[src/hw/rtl/bfi_ram.sv]
module bfi_ram #(
    parameter int WIDTH = 8,
    parameter int DEPTH = 16
) (
    input  logic                     clk,
    input  logic                     we,
    input  logic [$clog2(DEPTH)-1:0] waddr,
    input  logic [WIDTH-1:0]         wdata,
    input  logic [$clog2(DEPTH)-1:0] raddr,
    output logic [WIDTH-1:0]         rdata
);

    logic [WIDTH-1:0] mem_reg [DEPTH];
    logic [WIDTH-1:0] rdata_reg;

    always_ff @(posedge clk)
    begin
        if (we)
        begin
            mem_reg[waddr] <= wdata;
        end
        rdata_reg <= mem_reg[raddr];
    end

    assign rdata = rdata_reg;

endmodule

[config.mk]
export PLATFORM = sky130hd
export DESIGN_NAME = bfi_ram
export DESIGN_NICKNAME = d
export VERILOG_FILES = /design/src/hw/rtl/bfi_ram.sv
export SDC_FILE = /design/constraint.sdc
export NUM_CORES = 1
export LEC_CHECK = 0
export ABC_AREA = 1
export BUFFER_PORTS_ARGS = -buffer_cell sky130_fd_sc_hd__buf_2
export CORE_MARGIN = 5
export CORE_UTILIZATION = 61
export CTS_CLUSTER_DIAMETER = 100
export DETAILED_ROUTE_END_ITERATION = 7
export HOLD_SLACK_MARGIN = 0.15
export PLACE_DENSITY = 0.89
export SLEW_MARGIN = 30
export SYNTH_ARGS = -nofsm -noshare
export SYNTH_HDL_FRONTEND = slang
export SYNTH_SLANG_ARGS = --single-unit
[constraint.sdc]
create_clock -name clk -period 1.3 [get_ports clk]
set_input_delay 0.26 -clock clk [delete_from_list [all_inputs] [get_ports clk]]
set_output_delay 0.26 -clock clk [all_outputs]
set_load 0.05 [all_outputs]
==> reports/summary.txt <==
CP cell instances = buf_8
Post-Syn Instances = 551
Most common cell after layout, fill and taps aside = nand2_1
WP data required = 1.04 ns
Placer Congestion = 0.8547
PortBufs = 25
Vias in the first global route = 4328
Syn Std Cell Area = 5767 µm²
Worst hold path type = in -> reg
Inst Count DP = 708
Final hold vios = 0
Clock Path Buffers = 2
Syn Area/Cell = 10.47 µm²
Placed cell area = 6152 µm²
Share of the synthesized area in the top cell type = 0.6665
Max-slew headroom = 0.7308
Placement Rows = 35
Clock transition at path regs = 0.07 ns
Worst Path Class, Setup = reg -> out
Post-route setup TNS = -0.002396 ns
Total GRT Usage = 0.2820
DRT iter0 DRCs = 791
#FFs+latches synth = 136
Total iterations of the first detailed-routing run = 6
CP max-delay cell = dfxtp_4
Buffers and inverters on the worst path = 1
DRT Wirelength = 15.13 mm
Crit-path max cell delay = 0.37 ns
DIE AREA = 11500 µm²
ANT nets after route = 0
Final worst slack = -0.002396 ns
Least-Margin Pin Slew = 0.4039 ns
Synth area leader = edfxtp_1
Postcts setup bufs = 0
CTS Buf Count = 17
Fin area = 6789 µm²
Synth Net Count = 569
Die height = 107.2 µm
Proportion of layout cells with a drive suffix above 1 = 0.1471
Num ports = 26
CTS tree = built
Overflow after GRT = 0
Max reg flops = 128
FMAX = 767.8 MHz
Starting density of the core = 0.6241
Worst Path Max Fanout = 1
Leakage = 2.983 nW
Maxcap violations = 0
Vias post-DR = 4261
Final Instance Count excl. Fillers = 741
Yosys warns = 0
Largest net degree at the start of global routing = 65
Worst path arrival time = 1.04 ns
CP Launch Type = flop
Sequential-to-total area share from yosys stat = 0.6943
Die Span X = 107.2 µm
H-tree depth = 4
Clock sink count = 136
CORE AREA = 9240 µm²
Post-route DRC = 0
Status = finished with violations
Setup Skew = 0.009633 ns
Period utilization = 1.002
Min Tclk post-route = 1.302 ns
RSZ-0062 raised after global routing = true
Antenna violations before repair = 0
Area contributors post-synth = edfxtp_1, nand2_1, nand3_1, inv_1, dfxtp_1
Nets = 617
Worst-Skew Late Latency = 0.53 ns
# diodes = 0
Clk Tree Root Cell = clkbuf_8
Via/cell ratio = 5.750
CP Capture Type = output port
Peak supply drop = 1148 µV
Detailed placer's ending HPWL = 8.282 mm
Routed len/inst = 20.42 µm
PwrDens = 1522 nW/µm²
Failing checks = setup timing
Final setup vio count = 1
CP top delay family = flip-flops
# fillers = 539
Max Slew Vio Count = 0
Dpl ws = -0.02210 ns
Most frequent cells in the layout = nand2_1, edfxtp_1, inv_1, nand3_1, buf_4
Layout area overhead = 17.73%
Power, Total = 10.33 mW
Yosys cell types = 12
First-pass GRT wire length = 23.52 mm
-- final cells by class --
class                      instances  area (µm²)  share of cell area
clock buffer                      19       431.7             0.06358
clock inverter                    13       128.9             0.01898
inverter                         102       382.9             0.05640
multi-input combinational        289        1214              0.1788
sequential                       136        4013              0.5910
tap                              129       161.4             0.02377
timing repair buffer              53       457.9             0.06745
-- timing repair --
action	CTS	global route
endpoints found under the hold margin	4	0
hold buffers	1	0
resized for setup	20	4
setup endpoints to repair	8	5
-- worst reg2reg max path: cells and delay by family (launching register included) --
kind	cells	cell delay [ns]
simple gates	5	0.58
buf+inv	1	0.07
flops	1	0.37
-- Yosys cell counts --
cell type / instances
buf_4: 4
buf_6: 6
nand3b_1: 2
nor2_1: 17
buf_1: 1
nand3_1: 97
buf_2: 13
edfxtp_1: 128
nand2_1: 173
inv_2: 2
inv_1: 100
dfxtp_1: 8
-- power breakdown --
| part | switching, mW | leakage [nW] | internal [mW] |
|---|---|---|---|
| combinational | 0.567 | 1.48 | 0.244 |
| sequential | 0.0461 | 1.22 | 4.91 |
| clock | 1.81 | 0.281 | 2.76 |
| total | 2.42 | 2.98 | 7.91 |
-- final timing paths --
path | startpoint | endpoint | slack, ns | depth (start not counted)
setup / recovery | rdata[1] | rdata[1] | -0.002 | 1
setup reg to reg | mem_reg[9][1] | rdata[1] | 0.17 | 6
hold / removal | wdata[7] | mem_reg[12][7] | 0.16 | 1
hold reg to reg | mem_reg[5][5] | rdata[5] | 0.72 | 6
-- layer usage --
| layer | vias up | wire length [µm] | GRT usage |
|---|---|---|---|
| li1 | 1875 | - | - |
| met1 | 1921 | 5011 | 0.3543 |
| met2 | 386 | 7318 | 0.4526 |
| met3 | 79 | 2006 | 0.06863 |
| met4 | 0 | 795 | 0.1516 |
| met5 | - | 0 | 0 |
-- cell families after synthesis --
logic type / synth area share
buffers and inverters: 0.09525
flip-flops: 0.6943
AND/OR/NAND/NOR: 0.2105
-- metrics by stage --
stage	utilization	hold slack (ns)
detailed placement	0.6658	0.6395
finish	0.7347	0.1641
CTS	0.7334	0.1505
global placement	0.6658	0.6186
floorplan	-	0.3589
global route	0.7347	0.1699
(Power assumes the default switching activity.)
